## config.mk

```make
export PLATFORM = sky130hd
export DESIGN_NAME = utf8_character_splitter_flat
export DESIGN_NICKNAME = d
export VERILOG_FILES = /design/src/sv/utf8s_pkg.sv /design/src/sv/utf8s_if.sv /design/src/sv/utf8s_seg.sv /design/src/sv/utf8s_skid.sv /design/src/sv/utf8_character_splitter.sv /design/src/flat_wrapper.sv
export SDC_FILE = /design/constraint.sdc
export NUM_CORES = 1
export LEC_CHECK = 0
export BUFFER_PORTS_ARGS = -buffer_cell sky130_fd_sc_hd__buf_2
export CAP_MARGIN = 20
export CORE_ASPECT_RATIO = 1.4
export CORE_MARGIN = 5
export CORE_UTILIZATION = 30
export CTS_CLUSTER_SIZE = 28
export DETAILED_ROUTE_END_ITERATION = 7
export HOLD_SLACK_MARGIN = 0.05
export SETUP_SLACK_MARGIN = 0.4
export SKIP_CTS_REPAIR_TIMING = 1
export SLEW_MARGIN = 40
export SYNTH_ARGS = -nofsm -noshare
export SYNTH_HDL_FRONTEND = slang
export SYNTH_SLANG_ARGS = --single-unit
```

## constraint.sdc

```tcl
create_clock -name clk_i -period 15.8 [get_ports clk_i]
set_input_delay 3.16 -clock clk_i [delete_from_list [all_inputs] [get_ports clk_i]]
set_output_delay 3.16 -clock clk_i [all_outputs]
set_load 0.03 [all_outputs]
```

## src/sv/utf8s_pkg.sv

```systemverilog
// Shared types and lead-byte decode for the UTF-8 character splitter.
`timescale 1ns / 1ps

package utf8s_pkg;

  localparam int unsigned ByteW    = 8;
  localparam int unsigned MaxBytes = 6;
  localparam int unsigned CharW    = ByteW * MaxBytes;       // 48
  localparam int unsigned PartW    = ByteW * (MaxBytes - 1); // 40
  localparam int unsigned LenW     = 3;

  localparam logic [LenW-1:0] LenInvalid = 3'd0;
  localparam logic [LenW-1:0] LenOne     = 3'd1;
  localparam logic [LenW-1:0] LastPos    = 3'd5;

  typedef struct packed {
    logic [CharW-1:0] char_bits;
    logic [LenW-1:0]  char_length;
  } res_t;

  typedef struct packed {
    logic valid;
    res_t data;
  } seg_res_t;

  // Length announced by a lead byte; LenInvalid if it cannot start a character.
  function automatic logic [LenW-1:0] lead_length(input logic [ByteW-1:0] b);
    logic [LenW-1:0] n;
    priority if ((b & 8'h80) == 8'h00) n = 3'd1;
    else if ((b & 8'hE0) == 8'hC0)     n = 3'd2;
    else if ((b & 8'hF0) == 8'hE0)     n = 3'd3;
    else if ((b & 8'hF8) == 8'hF0)     n = 3'd4;
    else if ((b & 8'hFC) == 8'hF8)     n = 3'd5;
    else if ((b & 8'hFE) == 8'hFC)     n = 3'd6;
    else                               n = LenInvalid;
    return n;
  endfunction

endpackage

```

## src/sv/utf8s_if.sv

```systemverilog
// Valid/ready channel interfaces for the byte input and the character output.
`timescale 1ns / 1ps

interface utf8s_in_if;
  import utf8s_pkg::*;
  logic             valid;
  logic             ready;
  logic [ByteW-1:0] in_byte;
  logic             end_of_string;

  modport source (output valid, output in_byte, output end_of_string, input ready);
  modport sink   (input valid, input in_byte, input end_of_string, output ready);
endinterface

interface utf8s_out_if;
  import utf8s_pkg::*;
  logic             valid;
  logic             ready;
  logic [CharW-1:0] char_bits;
  logic [LenW-1:0]  char_length;

  modport source (output valid, output char_bits, output char_length, input ready);
  modport sink   (input valid, input char_bits, input char_length, output ready);
endinterface

```

## src/sv/utf8s_seg.sv

```systemverilog
// Character collection state and per-byte classify/append logic.
`timescale 1ns / 1ps

module utf8s_seg
  import utf8s_pkg::*;
(
  input  logic             clk_i,
  input  logic             rst_ni,
  input  logic             fire_i,
  input  logic [ByteW-1:0] byte_i,
  input  logic             eos_i,
  output seg_res_t         res_o
);

  logic [PartW-1:0] partial_q, partial_d;
  logic [LenW-1:0]  exp_q, exp_d;
  logic [LenW-1:0]  cnt_q, cnt_d;
  logic             halt_q, halt_d;

  logic [LenW-1:0]  lead_n;
  logic [LenW-1:0]  pos;
  logic [CharW-1:0] word;
  logic             is_cont;
  logic             done;

  assign lead_n  = lead_length(byte_i);
  assign is_cont = (byte_i[7:6] == 2'b10);
  assign pos     = (cnt_q > LastPos) ? LastPos : cnt_q;
  assign word    = {{(CharW-PartW){1'b0}}, partial_q}
                 | ({{(CharW-ByteW){1'b0}}, byte_i} << (ByteW * pos));
  assign done    = ({1'b0, cnt_q} + 4'd1) >= {1'b0, exp_q};

  always_comb begin
    partial_d  = partial_q;
    exp_d      = exp_q;
    cnt_d      = cnt_q;
    halt_d     = halt_q;
    res_o      = '0;
    if (!halt_q) begin
      if (cnt_q == '0) begin
        if (lead_n == LenInvalid) begin
          halt_d    = 1'b1;
          partial_d = '0;
          exp_d     = '0;
          cnt_d     = '0;
        end else if (lead_n == LenOne) begin
          res_o.valid            = 1'b1;
          res_o.data.char_bits   = {{(CharW-ByteW){1'b0}}, byte_i};
          res_o.data.char_length = LenOne;
        end else begin
          partial_d = {{(PartW-ByteW){1'b0}}, byte_i};
          exp_d     = lead_n;
          cnt_d     = 3'd1;
        end
      end else if (!is_cont) begin
        // broken sequence: drop the partial character
        halt_d    = 1'b1;
        partial_d = '0;
        exp_d     = '0;
        cnt_d     = '0;
      end else if (done) begin
        res_o.valid            = 1'b1;
        res_o.data.char_bits   = word;
        res_o.data.char_length = exp_q;
        partial_d = '0;
        exp_d     = '0;
        cnt_d     = '0;
      end else begin
        partial_d = word[PartW-1:0];
        cnt_d     = cnt_q + 3'd1;
      end
    end
    if (eos_i) begin
      partial_d = '0;
      exp_d     = '0;
      cnt_d     = '0;
      halt_d    = 1'b0;
    end
    res_o.valid = res_o.valid & fire_i;
  end

  always_ff @(posedge clk_i or negedge rst_ni) begin
    if (!rst_ni) begin
      partial_q <= '0;
      exp_q     <= '0;
      cnt_q     <= '0;
      halt_q    <= 1'b0;
    end else if (fire_i) begin
      partial_q <= partial_d;
      exp_q     <= exp_d;
      cnt_q     <= cnt_d;
      halt_q    <= halt_d;
    end
  end

endmodule

```

## src/sv/utf8s_skid.sv

```systemverilog
// Result register with a skid entry so input keeps flowing during output stalls.
`timescale 1ns / 1ps

module utf8s_skid
  import utf8s_pkg::*;
(
  input  logic     clk_i,
  input  logic     rst_ni,
  input  seg_res_t push_i,
  input  logic     out_ready_i,
  output logic     out_valid_o,
  output res_t     out_data_o,
  output logic     full_o
);

  logic out_valid_q;
  res_t out_q;
  logic skid_valid_q;
  res_t skid_q;
  logic advance;

  // push_i only arrives while the skid entry is empty
  assign advance = !out_valid_q || out_ready_i;

  always_ff @(posedge clk_i or negedge rst_ni) begin
    if (!rst_ni) begin
      out_valid_q  <= 1'b0;
      skid_valid_q <= 1'b0;
    end else if (advance) begin
      if (skid_valid_q) begin
        out_valid_q  <= 1'b1;
        skid_valid_q <= 1'b0;
      end else begin
        out_valid_q  <= push_i.valid;
      end
    end else if (push_i.valid) begin
      skid_valid_q <= 1'b1;
    end
  end

  always_ff @(posedge clk_i) begin
    if (advance) begin
      out_q <= skid_valid_q ? skid_q : push_i.data;
    end else if (push_i.valid) begin
      skid_q <= push_i.data;
    end
  end

  assign out_valid_o = out_valid_q;
  assign out_data_o  = out_q;
  assign full_o      = skid_valid_q;

endmodule

```

## src/sv/utf8_character_splitter.sv

```systemverilog
// Top level: UTF-8 character splitter, one byte per item, one character per result.
// A completed character is registered on the output, or in the skid entry on a stall.
// Throughput: 1 byte per cycle; the per-byte classify/append is a single registered pass.
// Input stalls only while a result is held on the output and a second one waits in the skid.
// Reset (async, active low) clears the collection state, halt flag and output valid.
`timescale 1ns / 1ps

module utf8_character_splitter
  import utf8s_pkg::*;
(
  input logic         clk_i,
  input logic         rst_ni,
  utf8s_in_if.sink    in_i,
  utf8s_out_if.source out_o
);

  logic     fire;
  logic     full;
  logic     out_valid;
  res_t     out_data;
  seg_res_t seg_res;

  assign in_i.ready = !full;
  assign fire       = in_i.valid && !full;

  utf8s_seg u_seg (
    .clk_i  (clk_i),
    .rst_ni (rst_ni),
    .fire_i (fire),
    .byte_i (in_i.in_byte),
    .eos_i  (in_i.end_of_string),
    .res_o  (seg_res)
  );

  utf8s_skid u_skid (
    .clk_i       (clk_i),
    .rst_ni      (rst_ni),
    .push_i      (seg_res),
    .out_ready_i (out_o.ready),
    .out_valid_o (out_valid),
    .out_data_o  (out_data),
    .full_o      (full)
  );

  assign out_o.valid       = out_valid;
  assign out_o.char_bits   = out_data.char_bits;
  assign out_o.char_length = out_data.char_length;

  a_len_range: assert property (@(posedge clk_i) disable iff (!rst_ni)
    out_o.valid |-> (out_o.char_length != 3'd0 && out_o.char_length != 3'd7))
    else $error("char_length out of range");

  a_one_byte_pad: assert property (@(posedge clk_i) disable iff (!rst_ni)
    (out_o.valid && out_o.char_length == 3'd1) |-> (out_o.char_bits[CharW-1:ByteW] == '0))
    else $error("single-byte character has nonzero upper bytes");

  a_two_byte_pad: assert property (@(posedge clk_i) disable iff (!rst_ni)
    (out_o.valid && out_o.char_length == 3'd2) |-> (out_o.char_bits[CharW-1:2*ByteW] == '0))
    else $error("two-byte character has nonzero upper bytes");

  a_stall_only_when_held: assert property (@(posedge clk_i) disable iff (!rst_ni)
    !in_i.ready |-> out_o.valid)
    else $error("input stalled with no result pending");

endmodule
```

## src/flat_wrapper.sv

```systemverilog
// flat-port wrapper written by rule: the top's interface ports become plain ports
module utf8_character_splitter_flat import utf8s_pkg::*;
  (clk_i, rst_ni, in_i_valid, in_i_in_byte, in_i_end_of_string, in_i_ready, out_o_valid, out_o_char_bits, out_o_char_length, out_o_ready);
  utf8s_in_if in_i_i ();
  utf8s_out_if out_o_i ();
  input logic clk_i;
  input logic rst_ni;
  input wire logic [$bits(in_i_i.valid)-1:0] in_i_valid;
  input wire logic [$bits(in_i_i.in_byte)-1:0] in_i_in_byte;
  input wire logic [$bits(in_i_i.end_of_string)-1:0] in_i_end_of_string;
  output wire logic [$bits(in_i_i.ready)-1:0] in_i_ready;
  output wire logic [$bits(out_o_i.valid)-1:0] out_o_valid;
  output wire logic [$bits(out_o_i.char_bits)-1:0] out_o_char_bits;
  output wire logic [$bits(out_o_i.char_length)-1:0] out_o_char_length;
  input wire logic [$bits(out_o_i.ready)-1:0] out_o_ready;
  assign in_i_i.valid = in_i_valid;
  assign in_i_i.in_byte = in_i_in_byte;
  assign in_i_i.end_of_string = in_i_end_of_string;
  assign in_i_ready = in_i_i.ready;
  assign out_o_valid = out_o_i.valid;
  assign out_o_char_bits = out_o_i.char_bits;
  assign out_o_char_length = out_o_i.char_length;
  assign out_o_i.ready = out_o_ready;
  utf8_character_splitter u_core (.clk_i(clk_i), .rst_ni(rst_ni), .in_i(in_i_i), .out_o(out_o_i));
endmodule
```

==> impl_metrics.env <==
export IMPL_gp_congestion=0.808
export IMPL_end_kind="primary output"
export IMPL_dp_cells=833
export IMPL_setup_violations=0
export IMPL_max_clock_freq_ghz=0.198
export IMPL_ys_seq_area_share_pct=66.6
export IMPL_drt_first_iter_violations=347
export IMPL_ys_ff_latch=151
export IMPL_setup_ws_ps=10750
export IMPL_grt_pass1_vias=4242
export IMPL_area_growth_pct=18.3
export IMPL_grt_first_pass_wirelength_um=23300
export IMPL_fin_crit_ps=5050
export IMPL_h_tree_depth=4
export IMPL_clock_path_buffers=2
export IMPL_postLayoutCellArea_sq_um=7620
export IMPL_vias_per_cell=4.88
export IMPL_cts_sinks=151
export IMPL_hpwl_um=9290
export IMPL_max_slew_margin_pct=45.7
export IMPL_yosysUniqueCellTypes=46
export IMPL_cts_tree="yes"
export IMPL_regToRegSetupSlack_ps=12560
export IMPL_overflow=0
export IMPL_vias=4221
export IMPL_ios=66
export IMPL_async_flop_share_pct=32.5
export IMPL_p_total_mw=1.18
export IMPL_max_cap_violations=0
export IMPL_layout_nets=611
export IMPL_routed_wl_um=14500
export IMPL_drive_gt1_share_pct=20.8
export IMPL_num_rows=63
export IMPL_grt_max_degree=88
export IMPL_avgSynthCellArea_sq_um=11.9
export IMPL_antenna_found_initial=1
export IMPL_timing_hold_ws_ps=482
export IMPL_tightestPinTransition_ps=815
export IMPL_grtUsageTotal_pct=12.0
export IMPL_numCtsBuffers=17
export IMPL_wl_per_cell_um=16.7
export IMPL_synth_main_ff_cell="edfxtp_1"
export IMPL_placed_cell_area_sq_um=6980
export IMPL_critPathKind="flop to primary output"
export IMPL_fp_dieW_um=134
export IMPL_synth_area_sq_um=6440
export IMPL_cp_required_ps=12640
export IMPL_fin_tns_setup_ps=0
export IMPL_post_place_ws_ps=10460
export IMPL_syn_num_nets=562
export IMPL_post_route_period_util_pct=32.0
export IMPL_synth_warnings=0
export IMPL_startpoint_type="flop"
export IMPL_ant_nets=0
export IMPL_core_area_sq_um=21200
export IMPL_die_h_um=183
export IMPL_cp_max_fo=87
export IMPL_synthesis_instances=543
export IMPL_worstSkewPairLatency_ps=420
export IMPL_p_leak_nw=3.04
export IMPL_powerDensity_nw_per_um2=155
export IMPL_drc=0
export IMPL_portBuffers=65
export IMPL_cts_root_buf="clkbuf_16"
export IMPL_n_antenna_cell=0
export IMPL_clock_skew_ps=8.15
export IMPL_synth_edf_count=102
export IMPL_start_util_pct=30.4
export IMPL_utilization_pct=35.9
export IMPL_hold_class="flop to flop"
export IMPL_path_clk_slew_ps=60
export IMPL_crit_arrival_ps=1890
export IMPL_final_hold_violation_count=0
export IMPL_stdcell_count=865
export IMPL_vdd_ir_drop_max_uv=82.6
export IMPL_outcome="finished clean"
export IMPL_dieArea_sq_um=24500
export IMPL_dr_pass1_iters=4
export IMPL_rsz0062_at_grt="no"
export IMPL_drv_slew=0
worst max-delay path: stages (launching register included):
cell and delay, ps:
dfrtp_2 350, buf_6 420, inv_1 360, buf_2 280
registers in the layout (all words and copies together) (netlist names):
register	cells
u_core.u_seg.cnt_q	3
u_core.u_skid.full_o	1
u_core.u_seg.halt_q	1
u_core.u_seg.exp_q	3
u_core.u_skid.skid_q	51
u_core.u_skid.out_data_o	51
u_core.u_skid.out_valid_o	1
u_core.u_seg.partial_q	40
cells in the final DEF, fill, tap and decap left out, drive strengths merged:
cell type,netlist,final
a21oi,37,37
a221o,1,1
a221oi,1,1
a22oi,8,8
a2bb2oi,1,1
a311oi,1,1
a31oi,34,34
and2,8,8
and3,1,1
and4,1,1
buf,19,76
bufinv,0,3
clkbuf,27,19
clkinv,0,2
conb,1,1
dfrtp,49,49
edfxtp,102,102
ha,6,6
inv,8,16
mux2,7,7
mux2i,1,1
nand2,60,60
nand2b,3,3
nand3,3,3
nand4,3,3
nor2,82,82
nor2b,2,2
nor3,6,6
nor3b,2,2
nor4,1,1
o2111ai,1,1
o211ai,1,1
o21ai,18,18
o22a,1,1
o22ai,1,1
o31a,1,1
o31ai,42,42
or2,1,1
or4,1,1
xor2,1,1
area by class of cell:
| class | count | area [sq um] |
|---|---|---|
| clock buffers | 19 | 453 |
| clock inverters | 13 | 181 |
| fillers | 2086 | 13600 |
| inverters | 8 | 30.0 |
| multi-input cells | 338 | 1920 |
| flip-flops and latches | 151 | 4290 |
| well taps | 260 | 325 |
| repair buffers | 76 | 419 |
path summary, 6_finish.rpt:
check,from,cells past startpoint,to
max in group asynchronous,rst_ni,2,u_core.u_skid.full_o$_DFFE_PN0P_
worst max register to register,u_core.u_seg.cnt_q[0]$_DFFE_PN0P_,9,u_core.u_skid.skid_q[36]$_DFFE_PP_
worst max-delay path,u_core.u_skid.full_o$_DFFE_PN0P_,3,in_i_ready
worst min register to register,u_core.u_seg.partial_q[6]$_DFFE_PN0P_,2,u_core.u_seg.partial_q[6]$_DFFE_PN0P_
min in group asynchronous,rst_ni,2,u_core.u_seg.partial_q[10]$_DFFE_PN0P_
worst min-delay path,u_core.u_seg.partial_q[6]$_DFFE_PN0P_,2,u_core.u_seg.partial_q[6]$_DFFE_PN0P_
per-layer routing:
metal / GRT usage (%) / up-vias / wire length (um)
li1: - / 2081 / -
met1: 14.2 / 2041 / 6030
met2: 20.6 / 75 / 7510
met3: 2.77 / 22 / 547
met4: 6.01 / 2 / 381
met5: 0 / - / 11
Yosys cell counts (2+ instances only):
master / number / area [sq um]
nand2b_1: 3 / 18.8
mux2_2: 7 / 78.8
nand2_1: 60 / 225
buf_1: 3 / 11.3
a31oi_1: 34 / 213
nor3b_1: 2 / 15.0
nand3_1: 3 / 15.0
o31ai_1: 42 / 315
o21ai_0: 16 / 80.1
nand4_1: 3 / 18.8
buf_4: 3 / 22.5
buf_2: 9 / 45.0
nor2_1: 82 / 308
buf_6: 4 / 45.0
ha_1: 6 / 75.1
nor2b_1: 2 / 12.5
a22oi_1: 8 / 60.1
a21oi_1: 36 / 180
edfxtp_1: 102 / 3060
inv_1: 8 / 30.0
nor3_1: 5 / 25.0
clkbuf_1: 26 / 97.6
and2_1: 8 / 50.1
dfrtp_1: 49 / 1230
power breakdown:
group	internal (mW)	total [mW]	switching, mW	leakage (nW)
Sequential	0.482	0.502	0.0203	1.75
Clock	0.263	0.436	0.173	0.315
Combinational	0.0598	0.244	0.184	0.975
cells by family after synthesis:
group | synth area share [%]
adder cells (fa/ha/maj) | 1.17
XOR/XNOR | 0.136
buffers and inverters | 3.98
multiplexers | 1.38
other | 0.0582
flip-flops | 66.6
AO/OA/AOI/OAI | 15.3
AND/OR/NAND/NOR | 11.4
No activity file was read; power rests on OpenSTA's default activity.
